--- config.mk ---
export PLATFORM = sky130hd
export DESIGN_NAME = qmld_point_table
export DESIGN_NICKNAME = d
export VERILOG_FILES = /design/src/rtl/qmld_point_table.sv
export SDC_FILE = /design/constraint.sdc
export NUM_CORES = 2
export LEC_CHECK = 0
export BUFFER_PORTS_ARGS = -buffer_cell sky130_fd_sc_hd__buf_2
export CORE_ASPECT_RATIO = 1.75
export CORE_MARGIN = 5
export CORE_UTILIZATION = 60
export DETAILED_ROUTE_END_ITERATION = 10
export HOLD_SLACK_MARGIN = 0.02
export PLACE_DENSITY = 0.76
export SLEW_MARGIN = 20
export SYNTH_ARGS = -nofsm -noshare
export SYNTH_HDL_FRONTEND = slang
export SYNTH_SLANG_ARGS = --single-unit
--- constraint.sdc ---
create_clock -name clock -period 15.7 [get_ports clock]
set_input_delay 4.71 -clock clock [delete_from_list [all_inputs] [get_ports clock]]
set_output_delay 4.71 -clock clock [all_outputs]
set_load 0.005 [all_outputs]
--- src/rtl/qmld_point_table.sv ---
// Constellation point table: one write port, one registered read port.
// Depends on nothing but its parameters.
module qmld_point_table #(
   parameter int AW = 6,
   parameter int TW = 38
) (
   input  logic          clock,
   input  logic          wr_en,
   input  logic [AW-1:0] wr_addr,
   input  logic [TW-1:0] wr_data,
   input  logic          rd_en,
   input  logic [AW-1:0] rd_addr,
   output logic [TW-1:0] rd_data
);

   logic [TW-1:0] mem [2**AW];
   logic [TW-1:0] rd_data_ff;

   always_ff @(posedge clock) begin
      if (wr_en) begin
         mem[wr_addr] <= wr_data;
      end
      if (rd_en) begin
         rd_data_ff <= mem[rd_addr];
      end
   end

   assign rd_data = rd_data_ff;

endmodule

==> flow_summary.json <==
{
  "grt_max_degree": 112,
  "wirelength_um": 252000,
  "syn2layout_area_growth_pct": 10.5,
  "die_height_um": 532,
  "leakage_nw": 31.9,
  "synth-simple-area-share_pct": 1.19,
  "slew_headroom_pct": 21.8,
  "drc_errors": 0,
  "initial_core_util_pct": 60.4,
  "async_reset_ff_share_pct": 0,
  "hold_ws_ns": 0.939,
  "cts-hold-fix-buffers": 0,
  "max_cap_viol_count": 0,
  "clock_path_buffers": 4,
  "cts_tree": "yes",
  "fmax_mhz": 120,
  "synth-xor-area-share_pct": 0,
  "slew_violations": 0,
  "grt_pass1_wl_um": 352000,
  "ctsResizeCount": 0,
  "grt_util_met2_pct": 51.4,
  "p_total_mw": 12.9,
  "multiInputGateArea_um2": 18500,
  "clk_latency_ns": 0.85,
  "ys_ff_latch": 2470,
  "vias": 45875,
  "synth.distinct_cells": 30,
  "setup_viol": 0,
  "syn_area_um2": 93300,
  "fin_nets": 4232,
  "coreArea_um2": 155000,
  "cts-root-buf": "clkbuf_16",
  "critPathArrivalTime_ns": 8.86,
  "tns_ns": 0,
  "drive_above_1_share_pct": 27.5,
  "fin_cells": 6377,
  "hpwl_um": 129000,
  "routedWlPerCell_um": 39.5,
  "cp.required_ns": 16.24,
  "dieArea_um2": 164000,
  "grt_overflow": 0,
  "synth.mux.area_fraction_pct": 15.6,
  "peakVddDrop_v": 0.0000948,
  "firstDrtPassIters": 5,
  "num_rows": 191,
  "synth_cells": 3989,
  "synth_top_family_by_area": "multiplexers",
  "register_area_um2": 74200,
  "drtIter0Drc": 7366,
  "fin_util_pct": 66.7,
  "synth_edf_count": 2470,
  "clock_skew_ns": 0.0610,
  "syn-mean-instance-area_um2": 23.4,
  "htree_num_levels": 4,
  "cts_setup_buffers": 0,
  "rsz0062_at_grt": "false",
  "met1_usage_pct": 38.5,
  "layout_min_cycle_time_ns": 8.31,
  "cp_max_fo": 79,
  "avgViaCountPerCell": 7.19,
  "cp-start-kind": "primary input",
  "num-fill-cells": 9132,
  "antenna_found_initial": 13,
  "syn_nets": 4042,
  "yosysSeqAreaShare_pct": 79.5,
  "hold_violations": 0,
  "power.density_nw_per_um2": 126,
  "clk_transition_reported_paths_ns": 0.07,
  "synth_compound_area_share_pct": 2.48,
  "fp.dieW_um": 308,
  "synth_top_flop_cell": "edfxtp_1",
  "top_usage_layer": "met2",
  "synth_fa_ha_area_share_pct": 0,
  "ys_warn_count": 0,
  "worstSetupPathType": "primary input to register",
  "fin_crit_sh_pct": 53.0,
  "ant_nets": 0,
  "place_congestion": 0.802,
  "io_buffers": 90,
  "gr-usage-met3_pct": 6.00,
  "cts_made_buffers": 206,
  "ios": 91,
  "hp-class": "register to register",
  "place_inst": 5995,
  "tightestPinTransition_ns": 1.17,
  "grt_usage_pct": 30.8,
  "first_global_vias": 46827,
  "end_kind": "register",
  "status": "finished clean",
  "clock-sinks": 2470
}
[path summary, 6_finish.rpt]
path                             startpoint     endpoint  slack (ns)  depth (start not counted)
worst max-delay path             rd_addr[0]  rd_data[18]        7.39                          8
worst min-delay path            mem[16][12]  rd_data[12]        0.94                          5
worst max register to register  mem[50][15]  rd_data[15]       13.15                          5
worst min register to register  mem[16][12]  rd_data[12]        0.94                          5
[through the flow]
step                      setup WS [ns]  cell area, µm²
after detailed placement           6.52           96600
after CTS                          7.35          103000
final                              7.39          103000
after floorplan                    7.38           93300
after global routing               7.05          103000
after global placement             6.27           96600
[power by group]
group	switching [mW]	internal [mW]
clock network	2.27	2.69
registers	0.0265	7.31
logic	0.419	0.223
total	2.72	10.2
[registers in the layout, indices dropped and copies added (netlist names)]
signal / count
mem: 2432
rd_data: 38
[worst max-delay path, cell delays in order]
cell	delay, ns
buf_8	0.53
buf_12	0.59
buf_4	0.85
mux4_2	0.61
mux2i_1	0.23
a21oi_1	0.21
a21oi_1	0.74
nor2_1	0.08
[synthesized netlist by cell type (all sizes together), types with 3 or more instances]
| master | number | area, µm² |
|---|---|---|
| a22oi | 138 | 1040 |
| mux2 | 24 | 270 |
| nand3b | 5 | 37.5 |
| mux4 | 608 | 13700 |
| buf | 128 | 778 |
| o22ai | 100 | 626 |
| mux2i | 63 | 631 |
| clkbuf | 91 | 342 |
| nand2b | 9 | 56.3 |
| a21oi | 72 | 360 |
| nor2 | 127 | 477 |
| nand3 | 10 | 50.1 |
| edfxtp | 2470 | 74200 |
| or3b | 4 | 35.0 |
| or2 | 3 | 18.8 |
| nor2b | 9 | 56.3 |
| o221ai | 32 | 280 |
| nor3 | 9 | 45.0 |
| nand2 | 76 | 285 |
[cell usage in the layout, fill, tap and decap left out, types with 8 or more instances in the layout]
cell and n:
clkinv_2 32, clkbuf_16 209, nand2b_1 8, o221ai_1 32, diode_2 10, clkinv_1 49, mux2i_1 63, clkinvlp_4 11
a21oi_1 71, clkbuf_1 41, buf_2 65, nand3_1 10, bufinv_16 15, o22ai_1 98, nor2_1 64, mux2_2 24
nand2_1 76, nor2_4 63, edfxtp_1 2470, a22oi_1 138, buf_4 126, mux4_2 608
[routing by layer]
metal	up-vias	wire length [µm]
li1	17471	-
met1	23930	76900
met2	3707	128000
met3	755	29100
met4	12	18100
met5	-	83
[cell families (layout without fill, tap and decap cells)]
logic type | after synthesis | count (layout)
flip-flops | 2470 | 2470
multiplexers | 695 | 695
AO/OA/AOI/OAI | 344 | 344
AND/OR/NAND/NOR | 260 | 260
buffers and inverters | 220 | 572
other | 0 | 10
[layout make-up]
cell class | count | area share, %
clock inverter | 120 | 0.961
sequential | 2470 | 71.9
antenna | 10 | 0.0243
tap | 2026 | 2.46
inverter | 1 | 0.00364
timing repair buffer | 201 | 1.42
clock buffer | 250 | 5.22
multi-input combinational | 1299 | 18.0
Note: power is estimated with default switching activity, not from simulation.
