## config.mk

```make
export PLATFORM = sky130hd
export DESIGN_NAME = qmld_dist_unit
export DESIGN_NICKNAME = d
export VERILOG_FILES = /design/src/rtl/qmld_pkg.sv /design/src/rtl/qmld_dist_unit.sv
export SDC_FILE = /design/constraint.sdc
export NUM_CORES = 1
export LEC_CHECK = 0
export ABC_CLOCK_PERIOD_IN_PS = 13900
export CORE_ASPECT_RATIO = 1.4
export CORE_MARGIN = 5
export CORE_UTILIZATION = 60
export DETAILED_ROUTE_END_ITERATION = 12
export DONT_BUFFER_PORTS = 1
export PLACE_DENSITY = 0.81
export SYNTH_ARGS = -nofsm -noshare
export SYNTH_HDL_FRONTEND = slang
export SYNTH_SLANG_ARGS = --single-unit
```

## constraint.sdc

```tcl
create_clock -name clock -period 13.9 [get_ports clock]
set_input_delay 2.78 -clock clock [delete_from_list [all_inputs] [get_ports clock]]
set_output_delay 2.78 -clock clock [all_outputs]
set_load 0.01 [all_outputs]
```

## src/rtl/qmld_pkg.sv

```systemverilog
// Package for the QAM max-log soft demapper: word types, field widths,
// LLR constants and the state encodings. It depends on nothing else.
package qmld_pkg;

   localparam int FIELD_W   = 16;
   localparam int INDEX_W   = 6;
   localparam int LABEL_W   = 6;
   localparam int BIT_IDX_W = 3;
   localparam int LLR_W     = 24;
   localparam int SCALE_W   = 24;
   localparam int ORDER_W   = 3;
   localparam int CSR_ADDR_W = 4;
   localparam int CSR_DATA_W = 32;

   // The scaler clips the distance difference to MAG_W bits and multiplies it
   // in two partial products, the low one SPLIT_W bits wide.
   localparam int MAG_W     = 39;
   localparam int SPLIT_W   = 20;
   localparam int PP_W      = SPLIT_W + SCALE_W;
   localparam int PROD_W    = MAG_W + SCALE_W;
   localparam int LLR_SHIFT = 16;

   localparam logic [LLR_W-1:0] LLR_POS_MAX = 24'h7FFFFF;
   localparam logic [LLR_W-1:0] LLR_NEG_MAX = 24'h800000;

   localparam logic REQ_LOAD  = 1'b0;
   localparam logic REQ_DEMOD = 1'b1;

   localparam logic [1:0] REG_ORDER_LOG2 = 2'd0;
   localparam logic [1:0] REG_DEMOD_MODE = 2'd1;
   localparam logic [1:0] REG_LLR_SCALE  = 2'd2;

   localparam logic [ORDER_W-1:0] ORDER_RESET = 3'd4;
   localparam logic [SCALE_W-1:0] SCALE_RESET = 24'd65536;

   typedef struct packed {
      logic                       req_type;
      logic [INDEX_W-1:0]         point_index;
      logic signed [FIELD_W-1:0]  point_i;
      logic signed [FIELD_W-1:0]  point_q;
      logic [LABEL_W-1:0]         point_label;
      logic signed [FIELD_W-1:0]  rx_i;
      logic signed [FIELD_W-1:0]  rx_q;
   } req_word_type;

   typedef struct packed {
      logic [BIT_IDX_W-1:0]    bit_index;
      logic                    hard_bit;
      logic signed [LLR_W-1:0] llr;
      logic                    last_bit;
   } rsp_word_type;

   // Travels with each point through the read and distance pipeline.
   typedef struct packed {
      logic valid;
      logic last;
   } qmld_tag_type;

   typedef struct packed {
      logic             done;
      logic             hard;
      logic [LLR_W-1:0] llr;
   } qmld_llr_res_type;

   typedef enum logic [1:0] {
      LK_CALC,
      LK_POS,
      LK_NEG,
      LK_ZERO
   } qmld_llr_kind_type;

   typedef enum logic [2:0] {
      LS_IDLE,
      LS_LO,
      LS_HI,
      LS_SUM,
      LS_OUT
   } qmld_llr_step_type;

   typedef enum logic [2:0] {
      ST_IDLE,
      ST_SCAN,
      ST_DRAIN,
      ST_LLR_START,
      ST_LLR_WAIT,
      ST_PUT
   } qmld_state_type;

endpackage

```

## src/rtl/qmld_dist_unit.sv

```systemverilog
// Three-stage squared Euclidean distance pipeline, one point per cycle.
// Uses qmld_pkg for the pipeline tag.
module qmld_dist_unit import qmld_pkg::*; #(
   parameter int SW = 16
) (
   input  logic               clock,
   input  logic               reset,
   input  qmld_tag_type       in_tag,
   input  logic [SW-1:0]      in_pt_i,
   input  logic [SW-1:0]      in_pt_q,
   input  logic [SW-1:0]      in_rx_i,
   input  logic [SW-1:0]      in_rx_q,
   input  logic [LABEL_W-1:0] in_label,
   output qmld_tag_type       out_tag,
   output logic [2*SW:0]      out_dist,
   output logic [LABEL_W-1:0] out_label
);

   qmld_tag_type       tag1_ff, tag2_ff, tag3_ff;
   logic [LABEL_W-1:0] lab1_ff, lab2_ff, lab3_ff;
   logic [SW-1:0]      abs_i_ff, abs_q_ff;
   logic [2*SW-1:0]    sq_i_ff, sq_q_ff;
   logic [2*SW:0]      dist_ff;
   logic [SW:0]        diff_i, diff_q;
   logic [SW-1:0]      abs_i_in, abs_q_in;

   always_comb begin
      diff_i = {in_pt_i[SW-1], in_pt_i} - {in_rx_i[SW-1], in_rx_i};
      diff_q = {in_pt_q[SW-1], in_pt_q} - {in_rx_q[SW-1], in_rx_q};
      // The difference magnitude is below 2^SW, so it fits SW bits.
      abs_i_in = diff_i[SW] ? SW'(-diff_i) : diff_i[SW-1:0];
      abs_q_in = diff_q[SW] ? SW'(-diff_q) : diff_q[SW-1:0];
   end

   always_ff @(posedge clock) begin
      if (reset) begin
         tag1_ff <= '0;
         tag2_ff <= '0;
         tag3_ff <= '0;
      end else begin
         tag1_ff <= in_tag;
         tag2_ff <= tag1_ff;
         tag3_ff <= tag2_ff;
      end
   end

   always_ff @(posedge clock) begin
      abs_i_ff <= abs_i_in;
      abs_q_ff <= abs_q_in;
      lab1_ff  <= in_label;
      sq_i_ff  <= abs_i_ff * abs_i_ff;
      sq_q_ff  <= abs_q_ff * abs_q_ff;
      lab2_ff  <= lab1_ff;
      dist_ff  <= {1'b0, sq_i_ff} + {1'b0, sq_q_ff};
      lab3_ff  <= lab2_ff;
   end

   assign out_tag   = tag3_ff;
   assign out_dist  = dist_ff;
   assign out_label = lab3_ff;

endmodule

```

==> impl_summary.txt <==
----------------------------------------------------
[Status]
  Run status ... completed

[Synthesis]
  Largest area contributor in the synthesized netlist ... sky130_fd_sc_hd__fa_1
  Syn Nets ... 2982
  Largest cells by area after synthesis ... sky130_fd_sc_hd__fa_1, sky130_fd_sc_hd__ha_1, sky130_fd_sc_hd__dfxtp_1, sky130_fd_sc_hd__inv_1, sky130_fd_sc_hd__xnor2_1
  Area share of the leading cell type in the synthesized netlist ... between 30 and 40%
  Syn Std Cell Area ... around 21000 um^2
  Post-Syn Instances ... 2317
  Ys flop type ... sky130_fd_sc_hd__dfxtp_1
  Ys async rst share ... 0%
  Number of synthesized flops with an enable pin ... 0
  Mean area per synthesized cell ... approximately 9.1 um^2
  Number of storage elements in the synthesis netlist ... 151
  Number of unique standard cell types used by synthesis ... 65
  YS warnings ... 0
  Portion of the post-synthesis area used by sequential elements ... 14.4%

[CTS]
  Count of buffers added by post-CTS timing repair for setup ... 0
  Number of clock sinks ... ~150
  Count of instances resized after the clock tree is built ... 0
  Clk buf depth ... 2
  CTS tree ... done
  Clk root buf ... sky130_fd_sc_hd__clkbuf_16
  Clock-pin slew of the registers on the worst-case setup and hold paths ... around 0.07 ns
  Num CTS Buffers ... 17
  Clock network latency to the later pin of the worst-skew pair ... 0.46 ns
  CTS hold repair buffers ... 0
  # H-tree levels ... 4

[Finish]
  Leading cell type in the layout, fill and taps excluded ... sky130_fd_sc_hd__inv_1
  NumNets Final ... 2953
  Total area of multi-input combinational cells ... 15700 um^2
  Antenna Diode Count ... 0
  Area overhead of the layout relative to synthesis ... 4.67%
  Most frequent cells in the layout ... sky130_fd_sc_hd__inv_1, sky130_fd_sc_hd__fa_1, sky130_fd_sc_hd__ha_1, sky130_fd_sc_hd__nand2_1, sky130_fd_sc_hd__dfxtp_1
  Seq. cell area ... roughly 3000 um^2
  Fraction of layout cells with a size suffix above 1 ... 2.56%
  Fill cell instance count of the final layout ... approximately 2.8k

[Setup path]
  Capturing element type of the critical path ... flop
  Cell family with most CP delay ... adder cells
  CP Cell Sequence ... nand2_1 > fa_1 > inv_1 > fa_1 > inv_1 > fa_1 > inv_1 > fa_1 > fa_1 > inv_1 > fa_1 > inv_1 > ha_1 > and3_1 > and3_1 > a21oi_1 > a2111oi_0 > o31ai_1 > or4b_1 > a31oi_1 > xor2_1
  Setup Crit Path Kind ... reg2reg
  Data required time at the worst endpoint ... 14.27 ns
  Largest stage delay on the critical path ... ~0.8 ns
  Number of cells on the worst reg-to-reg path ... 21
  Cell type with the highest occurrence count on the critical path ... sky130_fd_sc_hd__fa_1
  Crit path depth ... 21
  Bufs and invs on worst path ... 5
  Peak fanout along the critical path ... 20
  Standard cell with the maximum stage delay on the critical path ... sky130_fd_sc_hd__a2111oi_0
  Category of the worst setup path launch point ... flop
  Data arrival time of the worst path ... 7.47 ns

[Floorplan]
  Number of primary I/O pins ... 115
  Initial core utilization ... ~60%
  Total die area ... between 30000 and 40000 um^2
  Height of the die ... ~230 um
  Core Box Area ... 34800 um^2
  FP Rows ... 81
  Chip width ... 168 um

[STA]
  Final hold viol count ... 0
  Final setup viols ... 0
  Max Slew Vio Count ... 0
  Timing-limited maximum frequency ... 141 MHz
  Fin Clk Skew ... between 0.02 and 0.025 ns
  Period utilization ... roughly half
  Setup TNS ... 0 ns
  Worst max-slew margin expressed relative to the limit ... 41.7%
  Setup repair after global routing missed its margin ... false
  Worst-margin pin slew ... roughly 0.85 ns
  Final critical delay including setup and external delays ... about 7.1 ns
  Worst hold slack ... 0.321 ns

[Global routing]
  Vias in the first global route ... between 15k and 20k
  Global-route wire length before repair ... about 72000 um
  Residual overflow from global routing ... 0
  Initial antenna violation count ... 1
  Maximum number of pins on one net before global-route repair ... 21
  GRT Resource Usage Total ... 22.5%

[Job]
  Count of maximum capacitance violations ... 0

[Route]
  Routed WL ... 42000 um
  Router iterations before antenna repair ... 5
  Remaining antenna violation count after routing ... 0
  Starting DRC count in detailed routing ... 705
  DRC violation count after routing ... 0
  Routed len/inst ... between 15 and 20 um
  DR vias/cell ... 5.49
  Vias after detailed routing ... around 15k

[Placed design]
  Post-detailed-placement half-perimeter wirelength ... 35100 um
  Buffers on Ports ... 0
  Final GP Congestion ... roughly 0.9

[Min path]
  Worst hold-check path type ... reg2reg
  Depth of the worst hold-timing path ... 0

----------------------------------------------------
cell type report:
class | instances | share of cell area, %
Sequential cell | 151 | 13.7
Clock inverter | 15 | 0.790
Inverter | 560 | 9.55
Clock buffer | 17 | 1.93
Multi-Input combinational cell | 1558 | 71.4
Tap cell | 456 | 2.59
cells in the mapped netlist, types with 3 or more instances:
cell type                   instances
sky130_fd_sc_hd__o2111ai_1          4
sky130_fd_sc_hd__o211ai_1           8
sky130_fd_sc_hd__or3_1              8
sky130_fd_sc_hd__nor2b_1           29
sky130_fd_sc_hd__o21bai_1          15
sky130_fd_sc_hd__or4_1              5
sky130_fd_sc_hd__mux2_2             3
sky130_fd_sc_hd__a211oi_1           8
sky130_fd_sc_hd__xnor2_1          102
sky130_fd_sc_hd__nand2_1          186
sky130_fd_sc_hd__nor2_1            87
sky130_fd_sc_hd__clkbuf_1          46
sky130_fd_sc_hd__dfxtp_1          151
sky130_fd_sc_hd__a211o_1            6
sky130_fd_sc_hd__nor3b_1            6
sky130_fd_sc_hd__nor4_1             3
sky130_fd_sc_hd__a31o_2             6
sky130_fd_sc_hd__nand2b_1          13
sky130_fd_sc_hd__or2_2              8
sky130_fd_sc_hd__and4_1             3
sky130_fd_sc_hd__a21o_1            44
sky130_fd_sc_hd__o21ai_1            4
sky130_fd_sc_hd__a2111oi_0          4
sky130_fd_sc_hd__ha_1             265
sky130_fd_sc_hd__and2_1            85
sky130_fd_sc_hd__o21ai_0           37
sky130_fd_sc_hd__inv_1            560
sky130_fd_sc_hd__o21a_1            19
sky130_fd_sc_hd__a311oi_1           6
sky130_fd_sc_hd__and3_1            17
sky130_fd_sc_hd__nor3_1            27
sky130_fd_sc_hd__nand4_1           10
sky130_fd_sc_hd__nand3_1           27
sky130_fd_sc_hd__fa_1             326
sky130_fd_sc_hd__o31ai_1            5
sky130_fd_sc_hd__o211a_1            3
sky130_fd_sc_hd__xor2_1            46
sky130_fd_sc_hd__a221oi_1           3
sky130_fd_sc_hd__a31oi_1           13
sky130_fd_sc_hd__a21oi_1           89
per-stage QoR:
step	util, %	std cells	setup slack, ns	cell area [um^2]
2_1_floorplan	-	2317	7.65	21000
3_3_place_gp	61.6	2725	6.97	21400
3_5_place_dp	61.6	2725	6.91	21400
4_1_cts	63.3	2757	6.73	22000
5_1_grt	63.3	2757	6.29	22000
6_report	63.3	2757	6.80	22000
registers in the layout, summed over array words and instances, names as in the netlist:
signal / flops
sq_i_ff: 31
lab2_ff: 6
abs_i_ff: 16
lab1_ff: 6
out_label: 6
out_dist: 33
tag1_ff: 2
abs_q_ff: 16
sq_q_ff: 31
out_tag: 2
tag2_ff: 2
layer usage:
metal	track usage [%]	wire, um	vias to the layer above	part of all wire (%)
met5	0	0	-	0
met4	9.03	1700	0	4.0
met3	3.50	1790	129	4.3
met2	42.3	22800	367	54
met1	25.2	15600	7504	37
li1	-	-	7137	-
worst register-to-register path: cells and delay by family, from the launching register on:
family | cells | cell delay (ns)
adder cells (fa/ha/maj) | 7 | 3.30
flip-flops | 1 | 0.73
buffers and inverters | 5 | 0.29
AO/OA/AOI/OAI | 4 | 1.37
XOR/XNOR | 1 | 0.16
AND/OR/NAND/NOR | 4 | 1.19
worst paths after layout:
kind | to | slack [ns] | startpoint
setup / recovery | sq_i_ff[29] | 6.80 | abs_i_ff[1]
hold / removal | lab2_ff[2] | 0.32 | lab1_ff[2]
setup reg to reg | sq_i_ff[29] | 6.80 | abs_i_ff[1]
hold reg to reg | lab2_ff[2] | 0.32 | lab1_ff[2]
kinds of logic after synthesis:
logic type      share of synthesized area [%]
flops                                    14.4
buf+inv                                  10.9
simple gates                             12.3
fa+ha+maj                                46.8
mux                                     0.161
xor+xnor                                 6.17
compound gates                           9.33
Power is not shown: default switching activity piles up to over one toggle a cycle in this logic, so the estimate is an artifact.
