==> config.mk <==
export PLATFORM = sky130hd
export DESIGN_NAME = qmld_llr_unit
export DESIGN_NICKNAME = d
export VERILOG_FILES = /design/src/rtl/qmld_pkg.sv /design/src/rtl/qmld_llr_unit.sv
export SDC_FILE = /design/constraint.sdc
export NUM_CORES = 2
export LEC_CHECK = 0
export BUFFER_PORTS_ARGS = -buffer_cell sky130_fd_sc_hd__buf_2
export CAP_MARGIN = 25
export CELL_PAD_IN_SITES_DETAIL_PLACEMENT = 1
export CELL_PAD_IN_SITES_GLOBAL_PLACEMENT = 2
export CORE_MARGIN = 2
export CORE_UTILIZATION = 41
export DETAILED_ROUTE_END_ITERATION = 6
export PLACE_DENSITY_LB_ADDON = 0.1
export REMOVE_ABC_BUFFERS = 1
export SETUP_SLACK_MARGIN = 0.2
export SLEW_MARGIN = 20
export SYNTH_ARGS = -nofsm -noshare
export SYNTH_HDL_FRONTEND = slang
export SYNTH_SLANG_ARGS = --single-unit
export TNS_END_PERCENT = 5
==> constraint.sdc <==
create_clock -name clock -period 10.5 [get_ports clock]
set_input_delay 0.525 -clock clock [delete_from_list [all_inputs] [get_ports clock]]
set_output_delay 0.525 -clock clock [all_outputs]
set_load 0.02 [all_outputs]
==> src/rtl/qmld_pkg.sv <==
// Package for the QAM max-log soft demapper: word types, field widths,
// LLR constants and the state encodings. It depends on nothing else.
package qmld_pkg;

   localparam int FIELD_W   = 16;
   localparam int INDEX_W   = 6;
   localparam int LABEL_W   = 6;
   localparam int BIT_IDX_W = 3;
   localparam int LLR_W     = 24;
   localparam int SCALE_W   = 24;
   localparam int ORDER_W   = 3;
   localparam int CSR_ADDR_W = 4;
   localparam int CSR_DATA_W = 32;

   // The scaler clips the distance difference to MAG_W bits and multiplies it
   // in two partial products, the low one SPLIT_W bits wide.
   localparam int MAG_W     = 39;
   localparam int SPLIT_W   = 20;
   localparam int PP_W      = SPLIT_W + SCALE_W;
   localparam int PROD_W    = MAG_W + SCALE_W;
   localparam int LLR_SHIFT = 16;

   localparam logic [LLR_W-1:0] LLR_POS_MAX = 24'h7FFFFF;
   localparam logic [LLR_W-1:0] LLR_NEG_MAX = 24'h800000;

   localparam logic REQ_LOAD  = 1'b0;
   localparam logic REQ_DEMOD = 1'b1;

   localparam logic [1:0] REG_ORDER_LOG2 = 2'd0;
   localparam logic [1:0] REG_DEMOD_MODE = 2'd1;
   localparam logic [1:0] REG_LLR_SCALE  = 2'd2;

   localparam logic [ORDER_W-1:0] ORDER_RESET = 3'd4;
   localparam logic [SCALE_W-1:0] SCALE_RESET = 24'd65536;

   typedef struct packed {
      logic                       req_type;
      logic [INDEX_W-1:0]         point_index;
      logic signed [FIELD_W-1:0]  point_i;
      logic signed [FIELD_W-1:0]  point_q;
      logic [LABEL_W-1:0]         point_label;
      logic signed [FIELD_W-1:0]  rx_i;
      logic signed [FIELD_W-1:0]  rx_q;
   } req_word_type;

   typedef struct packed {
      logic [BIT_IDX_W-1:0]    bit_index;
      logic                    hard_bit;
      logic signed [LLR_W-1:0] llr;
      logic                    last_bit;
   } rsp_word_type;

   // Travels with each point through the read and distance pipeline.
   typedef struct packed {
      logic valid;
      logic last;
   } qmld_tag_type;

   typedef struct packed {
      logic             done;
      logic             hard;
      logic [LLR_W-1:0] llr;
   } qmld_llr_res_type;

   typedef enum logic [1:0] {
      LK_CALC,
      LK_POS,
      LK_NEG,
      LK_ZERO
   } qmld_llr_kind_type;

   typedef enum logic [2:0] {
      LS_IDLE,
      LS_LO,
      LS_HI,
      LS_SUM,
      LS_OUT
   } qmld_llr_step_type;

   typedef enum logic [2:0] {
      ST_IDLE,
      ST_SCAN,
      ST_DRAIN,
      ST_LLR_START,
      ST_LLR_WAIT,
      ST_PUT
   } qmld_state_type;

endpackage

==> src/rtl/qmld_llr_unit.sv <==
// LLR scaler: difference of the two minima times the Q8.16 scale, with
// rounding toward minus infinity and saturation, on one shared multiplier.
// Uses qmld_pkg for widths, constants and step encodings.
module qmld_llr_unit import qmld_pkg::*; #(
   parameter int DW = 33
) (
   input  logic               clock,
   input  logic               reset,
   input  logic               start,
   input  logic [DW-1:0]      min0,
   input  logic [DW-1:0]      min1,
   input  logic               valid0,
   input  logic               valid1,
   input  logic [SCALE_W-1:0] scale,
   output qmld_llr_res_type   res
);

   localparam int MW = (DW > MAG_W + 1) ? DW : MAG_W + 1;
   localparam int QW = PROD_W - LLR_SHIFT;

   qmld_llr_step_type step_ff, step_in;
   qmld_llr_kind_type kind_ff, kind_in;
   logic              neg_ff, hard_ff, hard_in, done_ff, done_in;
   logic [MAG_W-1:0]  mag_ff;
   logic [PP_W-1:0]   pp_lo_ff, pp_hi_ff, pp;
   logic [PROD_W-1:0] prod_ff;
   logic [LLR_W-1:0]  llr_ff, llr_in;
   logic [DW-1:0]     diff;
   logic [MW-1:0]     mag_x;
   logic              gt, lt, over;
   logic [SPLIT_W-1:0] mul_a;
   logic [QW-1:0]     q;
   logic [QW:0]       qn;

   always_comb begin
      gt    = min0 > min1;
      lt    = min1 > min0;
      diff  = lt ? (min1 - min0) : (min0 - min1);
      mag_x = MW'(diff);
      over  = |mag_x[MW-1:MAG_W];
      if (!valid1) begin
         kind_in = LK_NEG;
         hard_in = 1'b0;
      end else if (!valid0) begin
         kind_in = LK_POS;
         hard_in = 1'b1;
      end else begin
         hard_in = gt;
         if (scale == '0) begin
            kind_in = LK_ZERO;
         end else if (over) begin
            kind_in = lt ? LK_NEG : LK_POS;
         end else begin
            kind_in = LK_CALC;
         end
      end
   end

   // The one multiplier takes the low part of the magnitude first, then the high part.
   always_comb begin
      if (step_ff == LS_LO) begin
         mul_a = mag_ff[SPLIT_W-1:0];
      end else begin
         mul_a = SPLIT_W'(mag_ff[MAG_W-1:SPLIT_W]);
      end
      pp = PP_W'(mul_a * scale);
   end

   always_comb begin
      q  = prod_ff[PROD_W-1:LLR_SHIFT];
      qn = (QW + 1)'(q) + (QW + 1)'(|prod_ff[LLR_SHIFT-1:0]);
      case (kind_ff)
         LK_POS:  llr_in = LLR_POS_MAX;
         LK_NEG:  llr_in = LLR_NEG_MAX;
         LK_ZERO: llr_in = '0;
         default: begin
            if (neg_ff) begin
               llr_in = (qn > (QW + 1)'(LLR_NEG_MAX)) ? LLR_NEG_MAX
                                                     : LLR_W'((QW + 1)'(0) - qn);
            end else begin
               llr_in = (q > QW'(LLR_POS_MAX)) ? LLR_POS_MAX : q[LLR_W-1:0];
            end
         end
      endcase
   end

   always_comb begin
      step_in = step_ff;
      done_in = 1'b0;
      case (step_ff)
         LS_IDLE: if (start) step_in = LS_LO;
         LS_LO:   step_in = LS_HI;
         LS_HI:   step_in = LS_SUM;
         LS_SUM:  step_in = LS_OUT;
         LS_OUT: begin
            step_in = LS_IDLE;
            done_in = 1'b1;
         end
         default: step_in = LS_IDLE;
      endcase
   end

   always_ff @(posedge clock) begin
      if (reset) begin
         step_ff <= LS_IDLE;
         done_ff <= 1'b0;
      end else begin
         step_ff <= step_in;
         done_ff <= done_in;
      end
   end

   always_ff @(posedge clock) begin
      if (step_ff == LS_IDLE && start) begin
         kind_ff <= kind_in;
         hard_ff <= hard_in;
         neg_ff  <= lt;
         mag_ff  <= mag_x[MAG_W-1:0];
      end
      if (step_ff == LS_LO) pp_lo_ff <= pp;
      if (step_ff == LS_HI) pp_hi_ff <= pp;
      if (step_ff == LS_SUM) begin
         prod_ff <= PROD_W'(pp_lo_ff) + (PROD_W'(pp_hi_ff) << SPLIT_W);
      end
      if (step_ff == LS_OUT) llr_ff <= llr_in;
   end

   assign res.done = done_ff;
   assign res.hard = hard_ff;
   assign res.llr  = llr_ff;

endmodule

==> impl_table.tex <==
\begin{tabular}{lr}
\hline
Metric & Value \\
\hline
\multicolumn{2}{l}{\textbf{Finish}} \\
\quad Final Net Count & 4105 \\
\quad Total inserted antenna cells & 0 \\
\quad Number of fill cells & 8632 \\
\quad Synthesis-to-finish area growth & 7.26\% \\
\quad Share of post-route cells with drive strength above 1 & 0.0694 \\
\multicolumn{2}{l}{\textbf{Worst setup path}} \\
\quad Kind of cell adding the most delay to the critical path & adder cells \\
\quad Most common cell on crit path & sky130\_fd\_sc\_hd\_\_fa\_1 \\
\quad Worst flop-to-flop path startpoint & step\_ff[0] \\
\quad Capturing instance or port of the critical path & pp\_lo\_ff[40] \\
\quad Reg2reg setup slack & 1.25 ns \\
\quad Data required time at the worst endpoint & 10.90 ns \\
\quad Number of cells on the critical path & 26 \\
\quad Endpoint of the lowest-slack register-to-register path & pp\_lo\_ff[40] \\
\quad Peak per-stage delay on the critical path & 0.67 ns \\
\quad Launch point of the critical path & step\_ff[0] \\
\quad Max FO, Critical Path & 77 \\
\quad Data arrival time at the worst-slack endpoint & 9.65 ns \\
\quad Sum of buffers and inverters on the critical path & 6 \\
\quad Type of element launching the critical path & flip-flop \\
\quad Path type of the worst setup path & flip-flop to flip-flop \\
\quad Length in cells of the worst reg-to-reg path & 26 \\
\quad CP endpoint kind & flip-flop \\
\quad Critical-path cell with the highest stage delay & sky130\_fd\_sc\_hd\_\_mux2i\_2 \\
\multicolumn{2}{l}{\textbf{Logic synthesis}} \\
\quad Post-synth top flop & sky130\_fd\_sc\_hd\_\_edfxtp\_1 \\
\quad Dominant cell by count in the synthesized netlist & sky130\_fd\_sc\_hd\_\_inv\_1 \\
\quad Mean instance size in the synthesized netlist & 9.13 um\^{}2 \\
\quad Distinct cells, synth & 79 \\
\quad Number of synthesis warnings & 0 \\
\quad Number of enable flip-flop cells after synthesis & 211 \\
\quad Proportion of netlist area held by the largest area contributor & 0.257 \\
\quad Synthesized instance count & 3375 \\
\quad Number of synthesized register bits & 215 \\
\quad Proportion of synthesized flip-flops having asynchronous set or reset & 0 \\
\quad Most frequent cells after synthesis & sky130\_fd\_sc\_hd\_\_inv\_1, sky130\_fd\_sc\_hd\_\_fa\_1, sky130\_fd\_sc\_hd\_\_nand2\_1 \\
\quad Top cell type by total area after synthesis & sky130\_fd\_sc\_hd\_\_fa\_1 \\
\quad Syn Std Cell Area & 30800 um\^{}2 \\
\quad Portion of the post-synthesis area used by sequential elements & 0.208 \\
\quad Synth area leaders & sky130\_fd\_sc\_hd\_\_fa\_1, sky130\_fd\_sc\_hd\_\_edfxtp\_1, sky130\_fd\_sc\_hd\_\_ha\_1, sky130\_fd\_sc\_hd\_\_inv\_1, sky130\_fd\_sc\_hd\_\_nand2\_1 \\
\multicolumn{2}{l}{\textbf{Clock network}} \\
\quad Buffers inserted during post-CTS setup optimization & 0 \\
\quad Clk sinks & 215 \\
\quad Clock latency of the later-clocked register in the worst-skew pair & 0.56 ns \\
\quad TritonCTS clock tree & yes \\
\quad Cts hold-fix bufs & 0 \\
\quad Root Buffer Master & sky130\_fd\_sc\_hd\_\_clkbuf\_16 \\
\quad Clk slew on worst S/H paths & 0.07 ns \\
\quad CTS buffer count & 25 \\
\quad Clock Tree Buf Depth & 3 \\
\quad Post-cts repair resize count & 0 \\
\quad H-tree depth & 1 \\
\multicolumn{2}{l}{\textbf{Floorplanning}} \\
\quad Number of I/O pins & 121 \\
\quad Die boundary height & 278 um \\
\quad Initial core utilization & 0.414 \\
\quad Area enclosed by the die boundary & 77400 um\^{}2 \\
\quad Horizontal extent of the die & 278 um \\
\quad Number of rows in the core area & 100 \\
\quad Placeable core region & 74400 um\^{}2 \\
\multicolumn{2}{l}{\textbf{Route}} \\
\quad Number of detailed-routing iterations run before antenna repair & 7 \\
\quad Vias per cell & 5.47 \\
\quad Average detailed-routed wire length per instance & 21.4 um \\
\quad Via total after detailed routing & 23834 \\
\quad Initial DRC Count & 1331 \\
\quad Routed WL & 93.1 mm \\
\quad Antenna-violating nets left & 0 \\
\quad DRC Markers & 0 \\
\multicolumn{2}{l}{\textbf{Placed design}} \\
\quad Weighted congestion at the end of routability-driven global placement & 0.877 \\
\quad Hpwl dp & 75.1 mm \\
\quad Worst slack, placed & 1.34 ns \\
\quad IO buf count & 120 \\
\multicolumn{2}{l}{\textbf{GRT}} \\
\quad Wire length of the first global-routing pass & 149 mm \\
\quad Maximum number of pins on one net before global-route repair & 78 \\
\quad Total congestion overflow & 0 \\
\quad Initial antenna violation count & 0 \\
\quad Number of global-route vias before repair & 26339 \\
\quad Total routing resource utilization after global routing & 0.244 \\
\multicolumn{2}{l}{\textbf{Timing}} \\
\quad Worst hold slack across all endpoints & 0.194 ns \\
\quad \# setup viols final & 0 \\
\quad Hold Violations, Final & 0 \\
\quad Post-route minimum period & 9.25 ns \\
\quad Count of pins over their slew limit & 0 \\
\quad Final setup skew & 0.0241 ns \\
\quad Unrepaired setup endpoints after global routing & false \\
\quad Highest attainable clock frequency & 0.108 GHz \\
\quad Tightest slew margin relative to the limit & 0.349 \\
\quad Slew @ Worst Pin & 0.975 ns \\
\quad Final period util & 0.881 \\
\quad Slack of the critical path & 1.25 ns \\
\multicolumn{2}{l}{\textbf{Outcome}} \\
\quad Result of the run & completed \\
\multicolumn{2}{l}{\textbf{Min path}} \\
\quad Hold Crit Class & input pin to flip-flop \\
\multicolumn{2}{l}{\textbf{Flow run}} \\
\quad Reported max-cap violation count & 0 \\
\hline
\end{tabular}
metrics by stage:
step	instances	util	TNS [ns]	instance area [um^2]
after floorplan	3199	-	-448.43	30100
after global placement	4308	0.432	0	32200
final	4355	0.444	0	33100
after CTS	4354	0.444	0	33100
after detailed placement	4309	0.432	0	32200
after global routing	4355	0.444	0	33100
how the worst min path moves through the flow:
stage	startpoint	to	cells after the start
6_report	reset	step_ff[2]	2
5_1_grt	reset	step_ff[2]	2
4_1_cts	reset	step_ff[2]	2
3_5_place_dp	pp_lo_ff[4]	prod_ff[4]	0
3_3_place_gp	pp_lo_ff[10]	prod_ff[10]	0
2_1_floorplan	pp_lo_ff[0]	prod_ff[0]	0
sequential cells by signal (all words and copies together) (netlist names):
name,cells
done_ff,1
llr_ff,24
step_ff,3
kind_ff,2
neg_ff,1
pp_lo_ff,44
pp_hi_ff,43
hard_ff,1
mag_ff,33
prod_ff,63
logic make-up (layout without fill, tap and decap cells):
family / Yosys count / in the layout / synth area share
xor+xnor: 138 / 138 / 0.0392
simple gates: 1080 / 1080 / 0.180
mux: 42 / 42 / 0.0144
buf+inv: 722 / 733 / 0.0888
compound gates: 536 / 536 / 0.113
flops: 215 / 215 / 0.208
fa+ha+maj: 642 / 642 / 0.357
cell usage in the layout, fill, tap and decap left out, types with 13 or more instances in the layout:
| cell | synthesis | routed |
|---|---|---|
| sky130_fd_sc_hd__a21o_1 | 57 | 57 |
| sky130_fd_sc_hd__nand4_1 | 35 | 35 |
| sky130_fd_sc_hd__a21oi_1 | 163 | 163 |
| sky130_fd_sc_hd__buf_2 | 7 | 120 |
| sky130_fd_sc_hd__nor2b_1 | 91 | 91 |
| sky130_fd_sc_hd__edfxtp_1 | 211 | 211 |
| sky130_fd_sc_hd__o21bai_1 | 31 | 31 |
| sky130_fd_sc_hd__and3_1 | 108 | 108 |
| sky130_fd_sc_hd__o21ai_0 | 116 | 116 |
| sky130_fd_sc_hd__xnor2_1 | 88 | 88 |
| sky130_fd_sc_hd__nor4_1 | 30 | 30 |
| sky130_fd_sc_hd__xor2_1 | 50 | 50 |
| sky130_fd_sc_hd__inv_1 | 545 | 545 |
| sky130_fd_sc_hd__clkbuf_16 | 0 | 25 |
| sky130_fd_sc_hd__nor3_1 | 33 | 33 |
| sky130_fd_sc_hd__or3_1 | 15 | 15 |
| sky130_fd_sc_hd__o211ai_1 | 13 | 13 |
| sky130_fd_sc_hd__a31oi_1 | 16 | 16 |
| sky130_fd_sc_hd__and4_1 | 16 | 16 |
| sky130_fd_sc_hd__mux2_2 | 14 | 14 |
| sky130_fd_sc_hd__fa_1 | 395 | 395 |
| sky130_fd_sc_hd__a21boi_0 | 14 | 14 |
| sky130_fd_sc_hd__buf_4 | 3 | 19 |
| sky130_fd_sc_hd__nand2b_1 | 19 | 19 |
| sky130_fd_sc_hd__nand2_1 | 342 | 342 |
| sky130_fd_sc_hd__nor2_1 | 149 | 149 |
| sky130_fd_sc_hd__ha_1 | 247 | 247 |
| sky130_fd_sc_hd__nand3_1 | 62 | 62 |
| sky130_fd_sc_hd__o21a_1 | 14 | 14 |
| sky130_fd_sc_hd__mux2i_1 | 27 | 24 |
| sky130_fd_sc_hd__and2_1 | 131 | 131 |
| sky130_fd_sc_hd__o31ai_1 | 14 | 14 |
routing by layer:
layer | part of all wire | up-vias | wire length, um | GRT usage
li1 | - | 11100 | - | -
met1 | 0.45 | 12251 | 41900 | 0.325
met2 | 0.49 | 382 | 46000 | 0.427
met3 | 0.030 | 101 | 2810 | 0.0218
met4 | 0.026 | 0 | 2420 | 0.0592
met5 | 0 | - | 0 | 0
cell type report:
class | instances | area [um^2] | share of cell area
multi-input cells | 2438 | 21700 | 0.657
flip-flops and latches | 215 | 6420 | 0.194
inverters | 546 | 2050 | 0.0620
well taps | 969 | 1210 | 0.0367
repair buffers | 142 | 779 | 0.0236
clock buffers | 26 | 629 | 0.0190
clock inverters | 19 | 254 | 0.00768
Power is left out: the tool's default activity adds up to more than one toggle a clock period on the data nets, which glitch-free logic cannot reach.
